**src/sv/evm_pkg.sv**
```systemverilog
// ----------------------------------------------------------------------------
// evm_pkg
// widths, constants and types shared by the temporal bandpass modules
// ----------------------------------------------------------------------------
package evm_pkg;

    // frame and channel geometry
    localparam int FRAME_PIXELS = 4096;
    localparam int CHANNELS     = 3;
    localparam int LANES        = (CHANNELS < 3) ? CHANNELS : 3;

    // field widths
    localparam int SMP_W   = 16;
    localparam int IDX_W   = 12;
    localparam int LP_W    = 24;
    localparam int COEF_W  = 16;
    localparam int GAIN_W  = 10;
    localparam int BAND_W  = 24;

    // store geometry, the pixel index can address at most 2**IDX_W entries
    localparam int STORE_DEPTH = (FRAME_PIXELS < (1 << IDX_W)) ? FRAME_PIXELS : (1 << IDX_W);
    localparam int ADDR_W      = (STORE_DEPTH > 1) ? $clog2(STORE_DEPTH) : 1;
    localparam int STORE_W     = LANES * LP_W;

    // stream packing
    localparam int S_FIELDS_W = 3 * SMP_W + IDX_W;
    localparam int S_TDATA_W  = ((S_FIELDS_W + 7) / 8) * 8;
    localparam int M_FIELDS_W = 3 * BAND_W + IDX_W;
    localparam int M_TDATA_W  = ((M_FIELDS_W + 7) / 8) * 8;

    // configuration port
    localparam int CFG_IDX_W  = 2;
    localparam int CFG_DATA_W = 16;

    typedef enum logic [CFG_IDX_W-1:0] {
        CFG_FAST = 2'd0,
        CFG_SLOW = 2'd1,
        CFG_GAIN = 2'd2
    } t_cfg_idx;

    localparam logic [COEF_W-1:0] FAST_RESET = 16'd6554;
    localparam logic [COEF_W-1:0] SLOW_RESET = 16'd5461;
    localparam logic [GAIN_W-1:0] GAIN_RESET = 10'd200;

    // per-lane pipeline control from the top level
    typedef struct packed {
        logic s2_load;   // stage 1 item moves into stage 2
        logic out_load;  // stage 2 item moves into the output register
        logic hit;       // stage 1 item reads the value stage 2 just wrote
        logic primed;    // first frame done for the stage 1 item
        logic zero;      // stage 2 item gives a zero band
    } t_lane_ctl;

endpackage

```
**src/sv/evm_lane.sv**
```systemverilog
// ----------------------------------------------------------------------------
// evm_lane
// one color channel: fast and slow lowpass update, then scaled difference
// ----------------------------------------------------------------------------
module evm_lane import evm_pkg::*; (
    input  logic                     i_clk,
    input  t_lane_ctl                i_ctl,
    input  logic [SMP_W-1:0]         i_sample,
    input  logic [LP_W-1:0]          i_fast_rd,
    input  logic [LP_W-1:0]          i_slow_rd,
    input  logic [COEF_W-1:0]        i_fast_coef,
    input  logic [COEF_W-1:0]        i_slow_coef,
    input  logic [GAIN_W-1:0]        i_gain,
    output logic [LP_W-1:0]          o_fast_wr,
    output logic [LP_W-1:0]          o_slow_wr,
    output logic signed [BAND_W-1:0] o_band
);

    localparam int ACC_W = LP_W + COEF_W + 2;
    localparam int PRD_W = LP_W + GAIN_W;
    localparam int RND_W = PRD_W - 7;
    localparam int BAND_HI = (1 << (BAND_W - 1)) - 1;
    localparam int BAND_LO = (1 << (BAND_W - 1));

    // lp + (x - lp) * f, rounded, which equals lp*(1-f) + x*f
    function automatic logic [LP_W-1:0] f_lowpass(
        input logic [LP_W-1:0]   lp,
        input logic [LP_W-1:0]   x,
        input logic [COEF_W-1:0] f
    );
        logic signed [LP_W:0]    diff;
        logic signed [ACC_W-1:0] prod;
        logic signed [ACC_W-1:0] acc;
        diff = $signed({1'b0, x}) - $signed({1'b0, lp});
        prod = diff * $signed({1'b0, f});
        acc  = $signed({2'b00, lp, {COEF_W{1'b0}}}) + prod
             + $signed({{(LP_W + 2){1'b0}}, 1'b1, {(COEF_W - 1){1'b0}}});
        return acc[LP_W+COEF_W-1:COEF_W];
    endfunction

    // gain * (fast - slow) / 256, rounded to nearest with ties away from zero, saturated
    function automatic logic [BAND_W-1:0] f_band(
        input logic [LP_W-1:0]   fast,
        input logic [LP_W-1:0]   slow,
        input logic [GAIN_W-1:0] g
    );
        logic signed [LP_W:0] d;
        logic                 neg;
        logic [LP_W-1:0]      mag;
        logic [PRD_W:0]       sum;
        logic [RND_W-1:0]     r;
        logic [BAND_W-1:0]    v;
        d   = $signed({1'b0, fast}) - $signed({1'b0, slow});
        neg = d[LP_W];
        mag = neg ? LP_W'(-d) : LP_W'(d);
        sum = (PRD_W + 1)'(mag) * (PRD_W + 1)'(g) + (PRD_W + 1)'(128);
        r   = sum[PRD_W:8];
        if (neg) begin
            v = (r > RND_W'(BAND_LO)) ? {1'b1, {(BAND_W - 1){1'b0}}} : BAND_W'(-r);
        end else begin
            v = (r > RND_W'(BAND_HI)) ? {1'b0, {(BAND_W - 1){1'b1}}} : BAND_W'(r);
        end
        return v;
    endfunction

    logic [LP_W-1:0]   w_x;
    logic [LP_W-1:0]   w_fast_old;
    logic [LP_W-1:0]   w_slow_old;
    logic [LP_W-1:0]   n_fast;
    logic [LP_W-1:0]   n_slow;
    logic [LP_W-1:0]   r_fast;
    logic [LP_W-1:0]   r_slow;
    logic [BAND_W-1:0] r_band;

    // stage 1: previous values, from the store or forwarded from stage 2
    assign w_x        = {i_sample, 8'h00};
    assign w_fast_old = i_ctl.hit ? r_fast : i_fast_rd;
    assign w_slow_old = i_ctl.hit ? r_slow : i_slow_rd;

    // first frame loads the sample into both filters
    always_comb begin
        if (i_ctl.primed) begin
            n_fast = f_lowpass(w_fast_old, w_x, i_fast_coef);
            n_slow = f_lowpass(w_slow_old, w_x, i_slow_coef);
        end else begin
            n_fast = w_x;
            n_slow = w_x;
        end
    end

    assign o_fast_wr = n_fast;
    assign o_slow_wr = n_slow;

    // stage 2 registers, also the forwarding source
    always_ff @(posedge i_clk) begin
        if (i_ctl.s2_load) begin
            r_fast <= n_fast;
            r_slow <= n_slow;
        end
    end

    // output register
    always_ff @(posedge i_clk) begin
        if (i_ctl.out_load) begin
            r_band <= i_ctl.zero ? '0 : f_band(r_fast, r_slow, i_gain);
        end
    end

    assign o_band = $signed(r_band);

endmodule

```
**config.mk**
```make
export PLATFORM = sky130hd
export DESIGN_NAME = evm_lane
export DESIGN_NICKNAME = d
export VERILOG_FILES = /design/src/sv/evm_pkg.sv /design/src/sv/evm_lane.sv
export SDC_FILE = /design/constraint.sdc
export NUM_CORES = 2
export LEC_CHECK = 0
export BUFFER_PORTS_ARGS = -buffer_cell sky130_fd_sc_hd__buf_4
export CAP_MARGIN = 5
export CELL_PAD_IN_SITES_DETAIL_PLACEMENT = 0
export CELL_PAD_IN_SITES_GLOBAL_PLACEMENT = 1
export CORE_UTILIZATION = 55
export CTS_CLUSTER_SIZE = 40
export DETAILED_ROUTE_END_ITERATION = 6
export PLACE_DENSITY = 0.95
export SLEW_MARGIN = 20
export SYNTH_ARGS = -nofsm -noshare
export SYNTH_HDL_FRONTEND = slang
export SYNTH_SLANG_ARGS = --single-unit
```
**constraint.sdc**
```tcl
create_clock -name i_clk -period 16.77 [get_ports i_clk]
set_clock_uncertainty 0.1 [all_clocks]
set_input_delay 0.8385 -clock i_clk [delete_from_list [all_inputs] [get_ports i_clk]]
set_output_delay 0.8385 -clock i_clk [all_outputs]
set_load 0.05 [all_outputs]
```
### Yosys cells after proc, flatten, opt, wreduce, memory -nomap -nowiden

Cells that the tools add are included.

| operators by class | value |
|---|---|
| add/sub/neg operators | 10 |
| multiply operators | 3 |
| order comparisons | 2 |
| mux-type cells | 8 |

Operator list:

| kind | number |
|---|---|
| $mux W24 | 8 |
| $add A40 B17 Y40 const B | 2 |
| $add A40 B40 Y40 | 2 |
| $mul A25 B17 Y40 | 2 |
| $sub A24 B24 Y25 | 3 |
| $neg A24 Y24 | 2 |
| $add A34 B8 Y35 const B | 1 |
| $mul A24 B10 Y34 | 1 |
| $gt A27 B23 Y1 const B | 1 |
| $gt A27 B24 Y1 const B | 1 |

| storage, ports and cells | value |
|---|---|
| register bits | 72 |
| input port bits | 112 |
| output and inout bits | 72 |
| word-level logic and storage cells | 26 |

### Longest topological paths before layout

| depth | value |
|---|---|
| depth after elaboration | 8 |
| mapped depth | 41 |

### Least setup slack after synthesis

Ideal clock, no wire load.

| path | value |
|---|---|
| kind | input-to-output |
| start | input port i_ctl[2] (netlist name) |
| end | output port o_fast_wr[22] |
| data arrival time | 11.418 ns |
| data required time | 15.831 ns |
| setup slack | 4.413 ns |
| stages on the path | 38 |
| buffers on the path | 5 |
| path through | clkbuf_1 buf_1 clkbuf_1 clkbuf_1 mux2i_1 ha_1 o21ai_0 o41ai_1 a41o_1 o21ai_0 a21o_1 o21ai_0 o21a_1 nor2_1 xnor2_1 clkbuf_1 nand2_1 fa_1 (+2 left out) inv_1 fa_1 fa_1 fa_1 inv_1 fa_1 ha_1 a21oi_1 nor2b_1 nand2b_1 a211oi_1 o311ai_1 a31oi_1 o21bai_1 a2111oi_0 or3_1 xnor2_1 mux2i_1 |

| on the way | value |
|---|---|
| word-level cells in the longest chain between the ends | 6 |

RTL lines:

| element | RTL line | RTL |
|---|---|---|
| start, declared | evm_lane.sv:7 | `input t_lane_ctl i_ctl,` |
| $mux W24 (*) | evm_lane.sv:77 | `assign w_fast_old = i_ctl.hit ? r_fast : i_fast_rd;` |
| $sub A24 B24 Y25 | evm_lane.sv:34 | `diff = $signed({1'b0, x}) - $signed({1'b0, lp});` |
| $mul A25 B17 Y40 | evm_lane.sv:35 | `prod = diff * $signed({1'b0, f});` |
| $add A40 B40 Y40 (*) | evm_lane.sv:36 | `acc = $signed({2'b00, lp, {COEF_W{1'b0}}}) + prod` |
| $add A40 B17 Y40 (*) | evm_lane.sv:37 | `+ $signed({{(LP_W + 2){1'b0}}, 1'b1, {(COEF_W - 1){1'b0}}});` |
| $mux W24 (*) | evm_lane.sv:82 | `if (i_ctl.primed) begin` |
| end, declared | evm_lane.sv:14 | `output logic [LP_W-1:0] o_fast_wr,` |

Every way passes the cells marked *; elsewhere a longest branch is shown, timed or not.

### Worst setup path after layout

| path | value |
|---|---|
| start | input port i_ctl[2] (netlist name) |
| end | output port o_fast_wr[23] |

Same word-level chain as after synthesis.

==> flow_summary.yaml <==
status:
  status: "completed"
finish:
  final_cell_mix: "inv_1, fa_1, nand2_1"
  diodes: 0
  regArea_mm2: 0.002162
  drive_gt1_share_pct: 6.422
  fin_cells: 6064
  syn_to_final_growth_pct: 6.359
  fillers: 6903
  nets: 6480
  multi_input_area_mm2: 0.03771
  post-route-util_pct: 59.58
  final_common_cell: "inv_1"
setup_path:
  slowest_stage: "o41ai_1"
  critPathKind: "input port to primary output"
  critPathCapture: "o_fast_wr[23]"
  slowest_delay_ns: 0.70
  reg2reg_slack_ns: 5.30
  worstReg2RegEnd: "o_band[7]"
  crit_start: "i_ctl[2]"
  ff2ff_path_depth: 35
  timing.rr.start: "r_slow[1]"
  cp_num_cells: 36
  end_kind: "primary output"
  worst-endpoint-required_ns: 15.83
  cp_max_fo: 51
  path_common_cell: "fa_1"
  critPathArrivalTime_ns: 11.61
  crit_family: "compound AO/OA/AOI/OAI gates"
  cp_num_buf_inv: 7
  cp-start-kind: "input port"
timing:
  tightest_slew_ns: 1.107
  rsz0062_at_grt: "no"
  holdWs_ns: 0.7507
  finalSetupTns_ns: 0
  period_share_pct: 74.82
  maxSlewViolCount: 0
  max_slew_margin_pct: 25.82
  post-route-min-period_ns: 12.55
  fmax_mhz: 79.69
  final-setup-viol-count: 0
  finalHoldViolCount: 0
logic_synthesis:
  synth_seq_cells: 72
  synth_compound_area_share_pct: 7.399
  syn_inst: 4936
  synth-main-ff-cell: "edfxtp_1"
  syn_area_per_cell_um2: 9.024
  ys_types: 79
  async_flop_share_pct: 0
  synth_top_family_by_area: "adder cells"
  netlist_area_mm2: 0.04454
  synth_seq_area_share_pct: 4.854
  synthMuxAreaShare_pct: 1.593
  synth_edf_count: 72
  synth-adder-area-share_pct: 54.98
  synthXorXnorAreaFrac_pct: 3.225
  synthSimpleGateAreaFrac_pct: 17.31
  yosysWarningCount: 0
  syn_nets: 6407
global_route:
  grt_pass1_vias: 37050
  grt_pass1_wl_um: 198600
  overflow: 0
  grt_max_degree: 52
  grtUsageTotal_pct: 31.13
  antenna_found_initial: 0
route:
  vias: 34520
  drc: 0
  routed_wl_um: 122300
  via_per_inst: 5.693
  avgRoutedWirePerCell_um: 20.17
  first_pass_iters: 6
  postRouteAntennaNets: 0
  drtIter0Drc: 2457
worst_hold_path:
  hold_path_class: "input port to register"
clock_network:
  cts_setup_buffers: 0
  tritoncts: "yes"
  clkSlewWorstSetupHoldPaths_ns: 0.07
  cts_resized: 0
  cts_hold_buf: 0
  htreeDepth: 3
  numCtsBuffers: 9
  cts_buffer_depth: 2
  cts_root_buffer: "clkbuf_16"
  clock_latency_ns: 0.39
  cts.sinks: 72
die:
  die_area_mm2: 0.08213
  die_y_um: 286.6
  rows: 103
  die_width_um: 286.6
  core_area_mm2: 0.07952
  initial_core_util_pct: 56.02
  io_pins: 184
place:
  dpl.cell_count: 6048
  gp_congestion: 0.9513
  post-dp-hpwl_um: 98580
  io_buffers: 183
run:
  cap_violations: 0
[sequential cells by signal, summed over array words and instances (netlist names)]
register and count:
r_fast 24, r_slow 24, o_band 24
[layer usage]
| layer | global-route usage, % | vias up | part of all wire (%) |
|---|---|---|---|
| met3 | 4.547 | 276 | 7.5 |
| met1 | 40.58 | 17640 | 40 |
| met2 | 52.91 | 1357 | 49 |
| li1 | - | 15240 | - |
| met5 | 0 | - | 0 |
| met4 | 10.96 | 0 | 4.0 |
[stage by stage]
step	setup slack [ns]	cell area, um^2
6_report	4.222	47380
5_1_grt	3.655	47380
4_1_cts	4.365	47370
3_5_place_dp	4.391	47090
3_3_place_gp	4.661	47090
2_1_floorplan	4.413	44540
[cell type report]
cell class                      instances  share of cell area, %
Sequential cell                        72                  4.564
Clock inverter                          6                0.09244
Tap cell                             1050                  2.773
Multi-Input combinational cell       3603                  79.60
Clock buffer                           10                 0.4833
Inverter                             1070                  8.478
Timing Repair Buffer                  253                  4.009
[synthesized netlist by cell type (all sizes together) (20+ instances only)]
| master | count | share of area, % |
|---|---|---|
| xor2 | 52 | 1.0 |
| ha | 362 | 10 |
| clkbuf | 177 | 1.5 |
| a21oi | 126 | 1.4 |
| edfxtp | 72 | 4.9 |
| o21ai | 80 | 0.91 |
| inv | 1070 | 9.0 |
| mux2i | 54 | 1.2 |
| nor3 | 68 | 0.79 |
| nand2b | 59 | 0.83 |
| and2 | 422 | 5.9 |
| and3 | 32 | 0.45 |
| o21a | 22 | 0.37 |
| nor2b | 94 | 1.3 |
| nand2 | 614 | 5.2 |
| nor2 | 106 | 0.89 |
| nand3 | 41 | 0.46 |
| a21o | 81 | 1.4 |
| nand4 | 20 | 0.28 |
| fa | 997 | 45 |
| xnor2 | 112 | 2.2 |
[worst min-delay path by stage]
stage | to | from | depth (start not counted) | slack [ns]
after floorplan | o_band[0] | i_ctl[3] | 0 | 0.85
after global placement | r_fast[20] | i_sample[12] | 2 | 1.13
after detailed placement | r_fast[20] | i_sample[12] | 2 | 1.13
after CTS | r_fast[20] | i_sample[12] | 2 | 0.74
after global routing | r_fast[23] | i_sample[15] | 2 | 0.76
final | r_fast[20] | i_sample[12] | 2 | 0.75
[cells by family after synthesis]
family | count (synthesis)
multiplexers | 69
XOR/XNOR | 164
flip-flops | 72
adder cells (fa/ha/maj) | 1359
buffers and inverters | 1261
AO/OA/AOI/OAI | 486
AND/OR/NAND/NOR | 1525
Power is left out: the tool's default activity adds up to more than one toggle a clock period on the data nets, which glitch-free logic cannot reach.
